--- src/hw/rtl/lcar_pkg.sv ---
// Shared constants and types for the load-cell converter readout.
package lcar_pkg;

    localparam int SAMPLE_BITS    = 24;
    localparam int AVG_COUNT_BITS = 8;
    localparam int SUM_W          = 32;
    localparam int HALF_W         = 16;
    localparam int GAIN_W         = 2;
    localparam int OFFSET_W       = 24;
    localparam int NET_W          = 25;
    localparam int BIT_W          = $clog2(SAMPLE_BITS + 4);
    localparam int DIV_CNT_W      = $clog2(SUM_W);
    localparam int CFG_IDX_W      = 2;
    localparam int CFG_DATA_W     = 16;

    // register indexes on the write port
    localparam logic [CFG_IDX_W-1:0] REG_GAIN_PULSES = 2'd0;
    localparam logic [CFG_IDX_W-1:0] REG_AVG_COUNT   = 2'd1;
    localparam logic [CFG_IDX_W-1:0] REG_HALF_PERIOD = 2'd2;
    localparam logic [CFG_IDX_W-1:0] REG_POWER_DOWN  = 2'd3;

    typedef struct packed {
        logic                      start;
        logic [SUM_W-1:0]          dividend;
        logic [AVG_COUNT_BITS-1:0] divisor;
    } div_cmd_t;

    typedef struct packed {
        logic             busy;
        logic             done;
        logic [SUM_W-1:0] quotient;
    } div_rsp_t;

endpackage

--- src/hw/rtl/lcar_div.sv ---
// Bit-serial restoring divider, one quotient bit per cycle.
module lcar_div (
    input  logic             clk,
    input  logic             rst_n,
    input  lcar_pkg::div_cmd_t cmd,
    output lcar_pkg::div_rsp_t rsp
);
    import lcar_pkg::*;

    logic                      busy_reg, busy_next;
    logic                      done_reg, done_next;
    logic [DIV_CNT_W-1:0]      cnt_reg, cnt_next;
    logic [SUM_W-1:0]          quo_reg, quo_next;
    logic [AVG_COUNT_BITS-1:0] rem_reg, rem_next;
    logic [AVG_COUNT_BITS-1:0] dsr_reg, dsr_next;
    logic [AVG_COUNT_BITS:0]   trial;
    logic [AVG_COUNT_BITS:0]   trial_sub;
    logic                      fits;

    assign trial     = {rem_reg, quo_reg[SUM_W-1]};
    assign fits      = (trial >= {1'b0, dsr_reg});
    assign trial_sub = trial - {1'b0, dsr_reg};

    always_comb
    begin
        busy_next = busy_reg;
        done_next = 1'b0;
        cnt_next  = cnt_reg;
        quo_next  = quo_reg;
        rem_next  = rem_reg;
        dsr_next  = dsr_reg;
        if (cmd.start)
        begin
            busy_next = 1'b1;
            cnt_next  = DIV_CNT_W'(SUM_W - 1);
            quo_next  = cmd.dividend;
            rem_next  = '0;
            dsr_next  = cmd.divisor;
        end
        else if (busy_reg)
        begin
            quo_next = {quo_reg[SUM_W-2:0], fits};
            rem_next = fits ? trial_sub[AVG_COUNT_BITS-1:0] : trial[AVG_COUNT_BITS-1:0];
            cnt_next = cnt_reg - 1'b1;
            if (cnt_reg == '0)
            begin
                busy_next = 1'b0;
                done_next = 1'b1;
            end
        end
    end

    always_ff @(posedge clk or negedge rst_n)
    begin
        if (!rst_n)
        begin
            busy_reg <= 1'b0;
            done_reg <= 1'b0;
            cnt_reg  <= '0;
        end
        else
        begin
            busy_reg <= busy_next;
            done_reg <= done_next;
            cnt_reg  <= cnt_next;
        end
    end

    always_ff @(posedge clk)
    begin
        quo_reg <= quo_next;
        rem_reg <= rem_next;
        dsr_reg <= dsr_next;
    end

    assign rsp.busy     = busy_reg;
    assign rsp.done     = done_reg;
    assign rsp.quotient = quo_reg;

`ifndef SYNTHESIS
    // remainder stays below the divisor throughout
    a_rem_below: assert property (@(posedge clk) disable iff (!rst_n)
        busy_reg |-> (rem_reg < dsr_reg))
        else $error("divider remainder not below divisor");
    a_done_once: assert property (@(posedge clk) disable iff (!rst_n)
        done_reg |=> !done_reg)
        else $error("divider done held for more than one cycle");
`endif

endmodule

--- src/hw/rtl/load_cell_adc_reader_unit.sv ---
// Load-cell converter two-wire readout: tick sequencer, averaging and offset handling.
// Each accepted request is one time tick: func, the sampled data line and an offset
// to load. Each tick yields exactly one result: the clock line level, the busy flag,
// and on the closing tick of a run the measurement (average and net) or tare
// notice. A measure or tare request waits for the data line to go low, clocks out
// 24 bits MSB first (sampled at the end of each high phase), adds 0 to 3 gain
// pulses, sums avg_count readings and divides with truncation toward zero. An
// ordinary tick's result is registered in the cycle after acceptance; the tick
// that closes the last reading of a run waits for the bit-serial divider, which
// produces one quotient bit per cycle over the 32-bit sum. A fresh request is taken
// when no division is running and the result register is empty or being taken.
// There is no clearing pass after reset. Configuration writes are taken at any time.
module load_cell_adc_reader_unit (
    input  logic                                  clk,
    input  logic                                  rst_n,
    // configuration
    input  logic                                  wr_en,
    input  logic [lcar_pkg::CFG_IDX_W-1:0]        wr_index,
    input  logic [lcar_pkg::CFG_DATA_W-1:0]       wr_data,
    // request channel
    input  logic                                  in_valid,
    output logic                                  in_ready,
    input  logic [1:0]                            func,
    input  logic                                  dout,
    input  logic signed [lcar_pkg::OFFSET_W-1:0]  new_offset,
    // result channel
    output logic                                  out_valid,
    input  logic                                  out_ready,
    output logic                                  sck,
    output logic                                  busy_res,
    output logic                                  result_valid,
    output logic signed [lcar_pkg::NET_W-1:0]     net_value,
    output logic signed [lcar_pkg::OFFSET_W-1:0]  average_value,
    output logic                                  tare_done
);
    import lcar_pkg::*;

    // func codes
    localparam logic [1:0] FN_TICK    = 2'd0;
    localparam logic [1:0] FN_MEASURE = 2'd1;
    localparam logic [1:0] FN_TARE    = 2'd2;
    localparam logic [1:0] FN_LOAD    = 2'd3;

    // serial-line phases
    localparam logic [1:0] PH_IDLE = 2'd0;
    localparam logic [1:0] PH_WAIT = 2'd1;
    localparam logic [1:0] PH_HIGH = 2'd2;
    localparam logic [1:0] PH_LOW  = 2'd3;

    // sequencer: take ticks, or wait on the divider
    localparam logic S_TICK = 1'b0;
    localparam logic S_DIV  = 1'b1;

    // configuration registers
    logic [GAIN_W-1:0]         gain_reg;
    logic [AVG_COUNT_BITS-1:0] avgc_reg;
    logic [HALF_W-1:0]         half_reg;
    logic                      pd_reg;

    // line state
    logic [1:0]                phase_reg, phase_next;
    logic [HALF_W-1:0]         tick_reg, tick_next;
    logic [BIT_W-1:0]          bit_reg, bit_next;
    logic [SAMPLE_BITS-1:0]    shift_reg, shift_next;
    logic [SUM_W-1:0]          sum_reg, sum_next;
    logic [AVG_COUNT_BITS-1:0] rdg_reg, rdg_next;
    logic [OFFSET_W-1:0]       offset_reg, offset_next;
    logic                      tare_reg, tare_next;
    logic                      lvl_reg, lvl_next;
    logic                      seq_reg, seq_next;

    // result register
    logic                      out_valid_reg, out_valid_next;
    logic                      sck_reg, sck_next;
    logic                      busy_out_reg, busy_out_next;
    logic                      res_valid_reg, res_valid_next;
    logic [NET_W-1:0]          net_reg, net_next;
    logic [OFFSET_W-1:0]       avg_reg, avg_next;
    logic                      tdone_reg, tdone_next;

    // step logic
    logic                      accept;
    logic                      finish;
    logic                      span_done;
    logic [BIT_W-1:0]          total_bits;
    logic [AVG_COUNT_BITS-1:0] n_eff;
    logic [SUM_W-1:0]          sum_add;
    logic [AVG_COUNT_BITS-1:0] rdg_inc;
    logic                      div_fin;
    logic [SUM_W-1:0]          avg_full;
    logic [NET_W-1:0]          net_calc;

    div_cmd_t div_cmd;
    div_rsp_t div_rsp;

    assign accept     = in_valid && in_ready;
    assign in_ready   = (seq_reg == S_TICK) && (!out_valid_reg || out_ready);
    assign span_done  = ({1'b0, tick_reg} + (HALF_W+1)'(1)) >= {1'b0, half_reg};
    assign total_bits = BIT_W'(SAMPLE_BITS) + BIT_W'(gain_reg);
    assign n_eff      = (avgc_reg == '0) ? AVG_COUNT_BITS'(1) : avgc_reg;
    assign sum_add    = sum_reg + {{(SUM_W-SAMPLE_BITS){shift_reg[SAMPLE_BITS-1]}}, shift_reg};
    assign rdg_inc    = rdg_reg + 1'b1;

    // closing division: sum_reg already holds the final sum while the divider runs
    assign div_fin  = (seq_reg == S_DIV) && div_rsp.done;
    assign avg_full = sum_reg[SUM_W-1] ? (SUM_W'(0) - div_rsp.quotient) : div_rsp.quotient;
    assign net_calc = avg_full[NET_W-1:0] - {offset_reg[OFFSET_W-1], offset_reg};

    assign div_cmd.start    = accept && finish;
    assign div_cmd.dividend = sum_add[SUM_W-1] ? (SUM_W'(0) - sum_add) : sum_add;
    assign div_cmd.divisor  = n_eff;

    lcar_div u_div (
        .clk   (clk),
        .rst_n (rst_n),
        .cmd   (div_cmd),
        .rsp   (div_rsp)
    );

    // one tick of the line sequencer
    always_comb
    begin
        phase_next  = phase_reg;
        tick_next   = tick_reg;
        bit_next    = bit_reg;
        shift_next  = shift_reg;
        sum_next    = sum_reg;
        rdg_next    = rdg_reg;
        offset_next = offset_reg;
        tare_next   = tare_reg;
        lvl_next    = lvl_reg;
        finish      = 1'b0;

        if (pd_reg)
        begin
            // power-down drops any run
            phase_next = PH_IDLE;
            lvl_next   = 1'b0;
            tick_next  = '0;
        end
        else
        begin
            unique case (phase_reg)
                PH_IDLE:
                begin
                    case (func) inside
                        FN_MEASURE, FN_TARE:
                        begin
                            tare_next  = (func == FN_TARE);
                            sum_next   = '0;
                            rdg_next   = '0;
                            phase_next = PH_WAIT;
                        end
                        FN_LOAD:
                            offset_next = new_offset;
                        FN_TICK:
                            offset_next = offset_reg;
                        default:
                            offset_next = offset_reg;
                    endcase
                end
                PH_WAIT:
                begin
                    if (!dout)
                    begin
                        lvl_next   = 1'b1;
                        tick_next  = '0;
                        bit_next   = '0;
                        shift_next = '0;
                        phase_next = PH_HIGH;
                    end
                end
                PH_HIGH:
                begin
                    if (span_done)
                    begin
                        // sample at the end of the high phase
                        if (bit_reg < BIT_W'(SAMPLE_BITS))
                            shift_next = {shift_reg[SAMPLE_BITS-2:0], dout};
                        bit_next   = bit_reg + 1'b1;
                        lvl_next   = 1'b0;
                        tick_next  = '0;
                        phase_next = PH_LOW;
                    end
                    else
                        tick_next = tick_reg + 1'b1;
                end
                PH_LOW:
                begin
                    if (!span_done)
                        tick_next = tick_reg + 1'b1;
                    else if (bit_reg < total_bits)
                    begin
                        lvl_next   = 1'b1;
                        tick_next  = '0;
                        phase_next = PH_HIGH;
                    end
                    else
                    begin
                        tick_next = '0;
                        sum_next  = sum_add;
                        rdg_next  = rdg_inc;
                        if (rdg_inc >= n_eff)
                        begin
                            finish     = 1'b1;
                            phase_next = PH_IDLE;
                        end
                        else
                            phase_next = PH_WAIT;
                    end
                end
                default:
                    phase_next = PH_IDLE;
            endcase
        end
    end

    // result register and sequencer
    always_comb
    begin
        seq_next       = seq_reg;
        out_valid_next = out_valid_reg && !out_ready;
        sck_next       = sck_reg;
        busy_out_next  = busy_out_reg;
        res_valid_next = res_valid_reg;
        net_next       = net_reg;
        avg_next       = avg_reg;
        tdone_next     = tdone_reg;

        unique case (seq_reg)
            S_TICK:
            begin
                if (accept && finish)
                    seq_next = S_DIV;
                else if (accept)
                begin
                    out_valid_next = 1'b1;
                    sck_next       = pd_reg | lvl_next;
                    busy_out_next  = (phase_next != PH_IDLE);
                    res_valid_next = 1'b0;
                    net_next       = '0;
                    avg_next       = '0;
                    tdone_next     = 1'b0;
                end
            end
            S_DIV:
            begin
                if (div_rsp.done)
                begin
                    seq_next       = S_TICK;
                    out_valid_next = 1'b1;
                    sck_next       = lvl_reg;
                    busy_out_next  = 1'b0;
                    res_valid_next = !tare_reg;
                    net_next       = tare_reg ? '0 : net_calc;
                    avg_next       = avg_full[OFFSET_W-1:0];
                    tdone_next     = tare_reg;
                end
            end
            default:
                seq_next = S_TICK;
        endcase
    end

    always_ff @(posedge clk or negedge rst_n)
    begin
        if (!rst_n)
        begin
            gain_reg      <= GAIN_W'(1);
            avgc_reg      <= AVG_COUNT_BITS'(1);
            half_reg      <= HALF_W'(1);
            pd_reg        <= 1'b0;
            phase_reg     <= PH_IDLE;
            tick_reg      <= '0;
            bit_reg       <= '0;
            shift_reg     <= '0;
            sum_reg       <= '0;
            rdg_reg       <= '0;
            offset_reg    <= '0;
            tare_reg      <= 1'b0;
            lvl_reg       <= 1'b0;
            seq_reg       <= S_TICK;
            out_valid_reg <= 1'b0;
        end
        else
        begin
            if (wr_en)
            begin
                unique case (wr_index)
                    REG_GAIN_PULSES: gain_reg <= wr_data[GAIN_W-1:0];
                    REG_AVG_COUNT:   avgc_reg <= wr_data[AVG_COUNT_BITS-1:0];
                    REG_HALF_PERIOD: half_reg <= wr_data[HALF_W-1:0];
                    REG_POWER_DOWN:  pd_reg   <= wr_data[0];
                    default:         pd_reg   <= pd_reg;
                endcase
            end
            if (accept)
            begin
                phase_reg <= phase_next;
                tick_reg  <= tick_next;
                bit_reg   <= bit_next;
                shift_reg <= shift_next;
                sum_reg   <= sum_next;
                rdg_reg   <= rdg_next;
                tare_reg  <= tare_next;
                lvl_reg   <= lvl_next;
            end
            // tare writes the offset when the division lands
            if (accept)
                offset_reg <= offset_next;
            else if (div_fin && tare_reg)
                offset_reg <= avg_full[OFFSET_W-1:0];
            seq_reg       <= seq_next;
            out_valid_reg <= out_valid_next;
        end
    end

    always_ff @(posedge clk)
    begin
        sck_reg       <= sck_next;
        busy_out_reg  <= busy_out_next;
        res_valid_reg <= res_valid_next;
        net_reg       <= net_next;
        avg_reg       <= avg_next;
        tdone_reg     <= tdone_next;
    end

    assign out_valid     = out_valid_reg;
    assign sck           = sck_reg;
    assign busy_res      = busy_out_reg;
    assign result_valid  = res_valid_reg;
    assign net_value     = net_reg;
    assign average_value = avg_reg;
    assign tare_done     = tdone_reg;

`ifndef SYNTHESIS
    // no request is taken while the divider is still working
    a_no_take_in_div: assert property (@(posedge clk) disable iff (!rst_n)
        in_ready |-> !div_rsp.busy)
        else $error("request taken while divider busy");
    // a finished division always lands in the result register
    a_div_lands: assert property (@(posedge clk) disable iff (!rst_n)
        div_fin |=> out_valid_reg)
        else $error("division result not presented");
    // measurement and tare never report together
    a_one_kind: assert property (@(posedge clk) disable iff (!rst_n)
        out_valid_reg |-> !(res_valid_reg && tdone_reg))
        else $error("result and tare flagged together");
    // bit counter never passes data plus the largest gain train
    a_bit_range: assert property (@(posedge clk) disable iff (!rst_n)
        bit_reg <= BIT_W'(SAMPLE_BITS + 3))
        else $error("bit counter out of range");
`endif

endmodule
--- config.mk ---
export PLATFORM = sky130hd
export DESIGN_NAME = load_cell_adc_reader_unit
export DESIGN_NICKNAME = d
export VERILOG_FILES = /design/src/hw/rtl/lcar_pkg.sv /design/src/hw/rtl/lcar_div.sv /design/src/hw/rtl/load_cell_adc_reader_unit.sv
export SDC_FILE = /design/constraint.sdc
export NUM_CORES = 1
export LEC_CHECK = 0
export BUFFER_PORTS_ARGS = -buffer_cell sky130_fd_sc_hd__buf_4
export CORE_MARGIN = 2
export CORE_UTILIZATION = 50
export CTS_BUF_LIST = sky130_fd_sc_hd__clkbuf_4
export DETAILED_ROUTE_END_ITERATION = 10
export PLACE_DENSITY = 0.74
export SKIP_CTS_REPAIR_TIMING = 1
export SLEW_MARGIN = 20
export SYNTH_ARGS = -nofsm -noshare
export SYNTH_HDL_FRONTEND = slang
export SYNTH_SLANG_ARGS = --single-unit
--- constraint.sdc ---
create_clock -name clk -period 7.5 [get_ports clk]
set_clock_uncertainty 0.05 [all_clocks]
set_input_delay 0 -clock clk [delete_from_list [all_inputs] [get_ports clk]]
set_output_delay 0 -clock clk [all_outputs]
set_load 0.005 [all_outputs]
==> Word-level counts from Yosys, hierarchy flattened <==
Index checks and enable logic that the tools add are counted.
{ "op_classes": {"add_sub_neg": 11, "n_lt_le_gt_ge": 5, "eq_ne": 23, "muxes": 88, "bitwise_logic": 3, "n_reduce_logical": 33} }
{ "ops": {"columns": ["op", "n"], "rows": [
  ["24-bit two-way mux", 12],
  ["32-bit two-way mux", 6],
  ["25-bit two-way mux", 5],
  ["24-bit one-hot mux with 2 select lines", 2],
  ["32-bit one-hot mux with 2 select lines", 1],
  ["25-bit one-hot mux with 2 select lines", 1],
  ["16-bit two-way mux", 3],
  ["8-bit two-way mux", 5],
  ["32-bit adder", 1],
  ["1-bit two-way mux", 32],
  ["16-bit one-hot mux with 2 select lines", 1],
  ["1-bit by 32-bit subtractor with 32-bit output, first input constant", 1],
  ["1-bit by 25-bit subtractor with 25-bit output, first input constant", 1],
  ["25-bit subtractor", 1],
  ["5-bit two-way mux", 4],
  ["2-bit inequality test, second input constant", 9],
  ["16-bit by 1-bit adder with 17-bit output, second input constant", 1],
  ["17-bit by 16-bit greater-or-equal comparator with 1-bit output", 1],
  ["16-bit by 1-bit adder with 16-bit output, second input constant", 1],
  ["8-bit one-hot mux with 2 select lines", 1],
  ["2-bit == test, second input constant", 6],
  ["2-bit two-way mux", 6],
  ["1-bit one-hot mux with 2 select lines", 6],
  ["6-bit AND reduction", 2],
  ["other kinds (30)", 54]
]} }
{ "word_totals": {"register_bits": 250, "input_bits": 50, "output_inout_bits": 55, "word_cells": 190} }

==> Logic depth before layout (Yosys ltp) <==
Gate-level depths: netlist of the first run.
{ "logic_depth": {"depth_word": 12, "ltp_mapped": 20, "mapped_depth_nobuf": 20} }

==> Cells and area by module <==
From an unflattened synthesis of the first run, not the netlist that was laid out.
{ "hier_totals": {"hier_cells": 1666, "hier_area_um2": 15954.1} }
{ "modules_own_cells": {"columns": ["module", "n_inst", "cells_each", "area_per_inst_um2"], "rows": [
  ["load_cell_adc_reader_unit", 1, 1453, 13170.1],
  ["lcar_div", 1, 213, 2783.9]
]} }

==> Worst setup path after synthesis of the first run <==
No wires, ideal clock.
{ "synth_path": {"path_type": "register to register", "startpoint": "reg tick_reg[0]", "endpoint": "reg avg_reg[0] (netlist: average_value[0]), enable pin", "setup_time_ns": 0.538, "arrival_time_ns": 7.388, "setup_slack_ns": -0.476, "stages_incl_launch_ff": 20, "path_buffers": 2, "period_less_slack_ns": 7.976, "cell_sequence": "dfrtp_1 ha_1 nand2_1 nor2_1 nand3_1 nor2_1 nand3_1 xnor2_1 ha_1 a21o_1 a21oi_1 nand2_1 a31o_2 a21oi_1 nor2b_1 nand3_1 clkbuf_1 inv_1 clkbuf_1 o21ai_0"} }
{ "synth_between": {"elab_chain_cells": 8} }
{ "synth_rtl": {"columns": ["element", "line_no", "text"], "rows": [
  ["start: declaration", "load_cell_adc_reader_unit.sv:62", "logic [HALF_W-1:0] tick_reg, tick_next;"],
  ["start signal: assignment", "load_cell_adc_reader_unit.sv:300", "tick_reg <= tick_next;"],
  ["16-bit by 1-bit adder with 17-bit output", "load_cell_adc_reader_unit.sv:98", "assign span_done = ({1'b0, tick_reg} + (HALF_W+1)'(1)) >= {1'b0, half_reg};"],
  ["17-bit by 16-bit greater-or-equal comparator with 1-bit output", "load_cell_adc_reader_unit.sv:98", null],
  ["1-bit two-way mux", "load_cell_adc_reader_unit.sv:190", "if (!span_done)"],
  ["1-bit two-way mux", "load_cell_adc_reader_unit.sv:143", "unique case (phase_reg)"],
  ["1-bit two-way mux", "load_cell_adc_reader_unit.sv:134", "if (pd_reg)"],
  ["1-bit logical AND", "load_cell_adc_reader_unit.sv:233", "if (accept && finish)"],
  ["2-bit inequality test (no line)", null, null],
  ["3-bit AND reduction (no line)", null, null],
  ["end signal: assignment", "load_cell_adc_reader_unit.sv:324", "avg_reg <= avg_next;"],
  ["end: declaration", "load_cell_adc_reader_unit.sv:78", "logic [OFFSET_W-1:0] avg_reg, avg_next;"]
]} }
No other way between the ends.
A chain may end at the register's enable or synchronous reset.

==> Final worst setup path of the first run <==
{ "layout_path": {"startpoint": "reg tick_reg[0]", "endpoint": "reg avg_reg[3] (netlist: average_value[3]), enable pin"} }
The elaborated chain is that of the path after synthesis.

==> qor.csv, run 1 <==
stage,metric,value,unit
synthesis,number of synthesized register bits,250,
job,max cap viols,0,
timing,Achievable Freq,0.191,GHz
floorplan,IO Count,105,
floorplan,Core Area,30500,µm²
worst_setup_path,Crit path required time,7.72,ns
timing,fin worst setup slack,2.26,ns
hold_path,Min-Delay Startpoint,func[0],
worst_setup_path,"Slowest-stage cell, CP",a21oi_1,
worst_setup_path,sequence of cells on the critical path,ha_1 > nand2_1 > nor2_1 > nand3_1 > nor2_1 > nand3_1 > xnor2_1 > ha_1 > a21o_1 > a21oi_1 > nand2_1 > a31o_2 > a21oi_1 > nor2b_1 > nand3_2 > inv_1 > o21ai_4 > buf_4,
timing,Least-Margin Pin Slew,1.13,ns
worst_setup_path,reg-to-reg critical path endpoint,average_value[3],
clock_tree,H-tree depth,3,
placed_design,Port Buf Inserts,104,
worst_setup_path,worst setup path class,reg2reg,
clock_tree,Clock Sink Count,250,
placed_design,placed cells,2063,
power,peak supply drop,0.0888,mV
global_route,Total GRT Usage,21.9,%
synthesis,Synth Net Count,1772,
cells_and_area,nets,1947,
synthesis,synthesized area,15400,µm²
synthesis,ys async rst share,59.6,%
cells_and_area,fraction of layout cells with a size suffix above 1,15.8,%
cells_and_area,final instance area,18000,µm²
placed_design,placer congestion estimate,0.929,
placed_design,placed instance area,16600,µm²
route,Detail Route Antenna Nets,0,
floorplan,die area,32300,µm²
route,total number of vias,12569,
route,# DRC,0,
worst_setup_path,CP Capture Type,flop,
route,drt first-iter violations,823,
floorplan,row cnt,64,
power,LEAKAGE,8.38,nW
global_route,largest net degree at the start of global routing,77,
power,Power Dens Cells,194,nW/µm²
timing,final hold violations,0,
floorplan,initial core utilization,50.5,%
cells_and_area,post-route insts no fill,2245,
worst_setup_path,Worst EP arrival,5.45,ns
synthesis,ys flop type,dfrtp_1,
floorplan,die height,180,µm
worst_setup_path,CP startpoint kind,flop,
route,First-pass DRT Iterations,5,
global_route,global-route wire length before repair,59.3,mm
route,routed vias/inst,5.60,
route,final wirelength,35.9,mm
clock_tree,Num CTS Buffers,69,
global_route,Congestion Overflow GR,0,
placed_design,pre-CTS WS,2.30,ns
power,Power Total,0.00349,W
worst_setup_path,Levels on crit path,18,
worst_setup_path,CP bufs+invs,2,
status,status,finished clean,
clock_tree,CTS tree,done,
clock_tree,clock latency on the worst-skew pair,0.68,ns
hold_path,hold-critical path depth,5,
synthesis,synth unique cells,85,
synthesis,"Avg Cell Area, Syn",9.53,µm²
synthesis,post-synthesis sequential area ratio,43.4,%
timing,Tmin final,5.24,ns
hold_path,Hold Path Class,in2reg,
worst_setup_path,"CP delay by family, top",compound AO/OA/AOI/OAI gates,
route,average routed wire per standard cell,16.0,µm
synthesis,"EDFF count, synth",93,
clock_tree,CTS max path bufs,3,
timing,unrepaired setup endpoints after global routing,false,
cells_and_area,synth-to-layout area growth,16.7,%
worst_setup_path,Worst Path Max Fanout,51,
worst_setup_path,reg-to-reg setup timing slack,2.26,ns
timing,Slew Limit Headroom,24.9,%
timing,Total Neg Setup Slack,0,ns
global_route,initial antenna violation count,1,
synthesis,Yosys warning count,0,
timing,final number of max-transition violations,0,
floorplan,die width,180,µm
worst_setup_path,CP max stage delay,0.61,ns
worst_setup_path,Reg2Reg Depth,18,
global_route,vias in the first global route,12242,
clock_tree,"Clk pin slew, worst setup/hold paths",0.07,ns
hold_path,worst hold endpoint,tare_reg,
timing,fin crit share,69.8,%
clock_tree,Root Driver,clkbuf_4,
timing,final setup vio count,0,
worst_setup_path,r2r startpoint,tick_reg[0],
placed_design,post-DP HPWL,25.2,mm
synthesis,cell count after synthesis,1618,
cells in the mapped netlist (16+ instances only):
cell type    n  area share (%)
a21o_1      32             1.6
a21oi_1     78             2.5
a22o_1      48             2.7
clkbuf_1    57             1.4
dfrtp_1    146              24
edfxtp_1    93              18
ha_1       101             8.2
inv_1      115             2.8
mux2_2      30             2.2
nand2_1    189             4.6
nand2b_1    24            0.97
nand3_1     31             1.0
nor2_1     113             2.8
nor3_1      21            0.68
o211ai_1    29             1.4
o21ai_0    119             3.9
o21ai_1     16            0.52
o31ai_1     21             1.0
or3_1       18            0.73
xnor2_1     50             2.8
xor2_1      74             4.2
report_power, final:
| part | switching, W | internal, W |
|---|---|---|
| sequential | 0.0000614 | 0.00152 |
| clock | 0.000593 | 0.000598 |
| combinational | 0.000394 | 0.000317 |
per-layer routing:
layer  GRT usage [%]  share of wire, %  vias to the layer above
met5               0                 0                        -
met4            7.12               1.7                        0
met3            4.44               5.5                       56
met2            35.5                46                      352
met1            29.6                47                     6011
li1                -                 -                     6150
cell type report:
| cell class | instances | area [µm²] |
|---|---|---|
| inverter | 117 | 439 |
| clock inverter | 30 | 124 |
| antenna | 1 | 2.50 |
| multi-input combinational | 1185 | 8080 |
| clock buffer | 96 | 721 |
| fill | 2576 | 12500 |
| timing repair buffer | 170 | 1450 |
| tap | 396 | 495 |
| sequential | 250 | 6690 |
how the worst max path moves through the flow:
stage	from	end	slack, ns
2_1_floorplan	tick_reg[0]	average_value[0]	0.96
3_3_place_gp	tick_reg[0]	average_value[20]	2.56
4_1_cts	tick_reg[0]	net_value[5]	2.24
3_5_place_dp	tick_reg[0]	average_value[22]	2.30
5_1_grt	tick_reg[0]	net_value[5]	1.82
6_report	tick_reg[0]	average_value[3]	2.26
stage by stage:
stage | util, % | hold slack [ns]
after floorplan | - | -0.346
after global placement | 54.3 | 0.0155
after detailed placement | 54.3 | 0.0265
after CTS | 57.0 | -0.715
after global routing | 59.0 | 0.0251
final | 59.0 | 0.0368
logic make-up (layout without fill, tap and decap cells):
group           after synthesis  in the layout  share of synthesized area [%]
simple gates                485            485                           14.8
xor+xnor                    124            124                           7.04
fa+ha+maj                   104            104                           8.58
compound gates              433            433                           19.0
other cells                   0              1                              0
mux                          39             39                           2.77
flops                       250            250                           43.4
buf+inv                     183            413                           4.50
worst reg2reg max path: cells and delay by family, from the launching register on:
kind	cells	cell delay, ns
fa+ha+maj	2	0.52
compound gates	5	1.45
buf+inv	2	0.87
xor+xnor	1	0.22
flops	1	0.44
simple gates	8	1.27
cell usage in the layout (no fill, tap or decap), types with 6 or more instances in the layout:
| cell | instances |
|---|---|
| dfxtp_1 | 8 |
| xnor2_1 | 49 |
| a211oi_1 | 8 |
| clkinv_2 | 6 |
| a22o_1 | 48 |
| and3_1 | 13 |
| a21boi_0 | 6 |
| nand2_1 | 189 |
| mux2i_1 | 9 |
| o21ai_1 | 16 |
| or3_1 | 18 |
| a31oi_1 | 8 |
| o21bai_1 | 9 |
| a21o_1 | 32 |
| xor2_1 | 74 |
| o21ai_0 | 117 |
| mux2_2 | 30 |
| o31ai_1 | 21 |
| and2_1 | 11 |
| a21oi_1 | 78 |
| nand4_1 | 15 |
| nand2b_1 | 24 |
| clkbuf_4 | 96 |
| clkinv_1 | 21 |
| nor2b_1 | 13 |
| dfrtp_1 | 146 |
| buf_4 | 114 |
| o211ai_1 | 29 |
| nand3_1 | 29 |
| o21a_1 | 10 |
| edfxtp_1 | 93 |
| nor2_1 | 113 |
| ha_1 | 101 |
| dlygate4sd3_1 | 53 |
| nor3_1 | 21 |
| inv_1 | 115 |
(Power assumes the default switching activity.)
==> run 2, diff against run 1 <==
Settings changed: PLACE_DENSITY 0.74 to 0.71.
Clock period 7.5 ns to 5.1 ns, I/O delays scaled along.
==> qor.csv, run 2 (synthesis results as in run 1) <==
stage,metric,value,unit
worst_setup_path,Reg2Reg Depth,20,
clock_tree,Root Driver,clkbuf_4,
placed_design,post-DP HPWL,25.4,mm
worst_setup_path,Worst Path Max Fanout,5,
global_route,Total GRT Usage,21.7,%
placed_design,placer congestion estimate,0.910,
worst_setup_path,reg-to-reg setup timing slack,0.41,ns
hold_path,Hold Path Class,in2reg,
clock_tree,CTS max path bufs,3,
cells_and_area,Layout Utilization,59.6,%
worst_setup_path,CP bufs+invs,3,
hold_path,Min-Delay Startpoint,wr_data[11],
timing,Least-Margin Pin Slew,1.02,ns
cells_and_area,nets,1961,
timing,unrepaired setup endpoints after global routing,false,
route,Detail Route Antenna Nets,0,
clock_tree,Num CTS Buffers,70,
cells_and_area,Filler Cells Inserted,2587,
global_route,initial antenna violation count,1,
worst_setup_path,Crit path required time,5.42,ns
timing,Achievable Freq,0.213,GHz
timing,final number of max-transition violations,0,
clock_tree,"Clk pin slew, worst setup/hold paths",0.06,ns
global_route,Congestion Overflow GR,0,
floorplan,initial core utilization,50.5,%
worst_setup_path,"Slowest-stage cell, CP",or3_1,
clock_tree,CTS tree,done,
worst_setup_path,Critical path origin,u_div.quo_reg[0],
worst_setup_path,r2r startpoint,u_div.quo_reg[0],
cells_and_area,fraction of layout cells with a size suffix above 1,16.5,%
floorplan,die area,32300,µm²
worst_setup_path,worst setup path class,reg2reg,
power,peak supply drop,0.125,mV
placed_design,Port Buf Inserts,104,
job,max cap viols,0,
timing,Slew Limit Headroom,31.3,%
route,# DRC,0,
cells_and_area,synth-to-layout area growth,18.0,%
worst_setup_path,CP dominant cell by count,or3_1,
floorplan,row cnt,64,
clock_tree,H-tree depth,3,
route,average routed wire per standard cell,15.7,µm
cells_and_area,"commonest non-fill, non-tap cell in the layout",nand2_1,
worst_setup_path,"CP delay by family, top",simple AND/OR/NAND/NOR gates,
worst_setup_path,CP max stage delay,0.42,ns
status,status,finished clean,
worst_setup_path,reg-to-reg critical path endpoint,net_value[23],
timing,Tmin final,4.69,ns
floorplan,Core Area,30500,µm²
global_route,vias in the first global route,12148,
floorplan,die width,180,µm
global_route,global-route wire length before repair,58.6,mm
worst_setup_path,sequence of cells on the critical path,inv_2 > ha_1 > nand2_1 > or3_1 > or3_1 > o21ai_0 > xor2_1 > inv_1 > ha_1 > a21oi_1 > nand2_1 > a21o_1 > or3_1 > nor3_2 > o31ai_1 > o41ai_1 > buf_4 > o21ai_0 > xnor2_1 > nor2_1,
timing,final hold violations,0,
worst_setup_path,CP Capture Type,flop,
worst_setup_path,Levels on crit path,20,
route,routed vias/inst,5.51,
route,total number of vias,12461,
clock_tree,clock latency on the worst-skew pair,0.68,ns
timing,fin crit share,91.9,%
clock_tree,Clock Sink Count,250,
floorplan,IO Count,105,
cells_and_area,most frequent cells in the layout,"nand2_1, dfrtp_1, buf_4",
route,final wirelength,35.6,mm
worst_setup_path,CP startpoint kind,flop,
global_route,largest net degree at the start of global routing,100,
timing,Total Neg Setup Slack,0,ns
power,Power Dens Cells,290,nW/µm²
route,First-pass DRT Iterations,5,
route,drt first-iter violations,849,
power,LEAKAGE,8.48,nW
worst_setup_path,crit path to,net_value[23],
timing,final setup vio count,0,
floorplan,die height,180,µm
worst_setup_path,Worst EP arrival,5.01,ns
==> run 2: changes by cell type in the layout (fill, tap and decap cells not counted), sizes merged <==
cell / change
buf: +8
bufinv: +2
clkbuf: +8
clkinv: -5
clkinvlp: -1
dlygate4sd3: +5
inv: -1
==> run 2: cell type report <==
class	count	area (µm²)	area share [%]
antenna	1	2.50	0.0138
clock buffer	104	781	4.29
clock inverter	25	151	0.832
inverter	117	439	2.41
multi-input combinational	1185	8090	44.5
sequential	250	6690	36.7
tap	396	495	2.72
timing repair buffer	183	1550	8.51
==> run 2: worst min path at each step <==
stage	end	slack, ns	depth (start not counted)
2_1_floorplan	avgc_reg[1]	-0.35	0
5_1_grt	half_reg[8]	0.03	3
4_1_cts	half_reg[8]	-0.62	1
3_5_place_dp	half_reg[7]	0.12	1
3_3_place_gp	half_reg[7]	0.12	1
6_report	half_reg[11]	0.06	3
==> run 2: report_power, final <==
| group | switching, W | internal, W |
|---|---|---|
| Clock | 0.000867 | 0.00104 |
| Sequential | 0.0000866 | 0.00224 |
| Combinational | 0.000569 | 0.000480 |
==> run 2: layer usage <==
metal | track usage, % | up-vias | wire length, µm
met1 | 29.7 | 5886 | 16700
met3 | 4.48 | 56 | 1940
met5 | 0 | - | 0
met4 | 7.41 | 0 | 661
met2 | 34.6 | 315 | 16300
li1 | - | 6204 | -
==> run 2: worst min-delay path, delay by kind of cell <==
kind	cells	cell delay [ns]
muxes	1	0.12
buffers and inverters	2	0.61
==> run 2: per-stage QoR <==
step	cell area (µm²)	cells	hold WS, ns	total power (W)	setup slack (ns)
6_report	18200	2261	0.0612	0.00528	0.413
5_1_grt	18200	2261	0.0288	0.00561	0.0616
4_1_cts	17600	2202	-0.620	0.00529	0.377
3_3_place_gp	16700	2073	0.116	0.00332	0.511
3_5_place_dp	16700	2073	0.121	0.00335	0.405
2_1_floorplan	15400	1618	-0.346	0.00306	0.0766
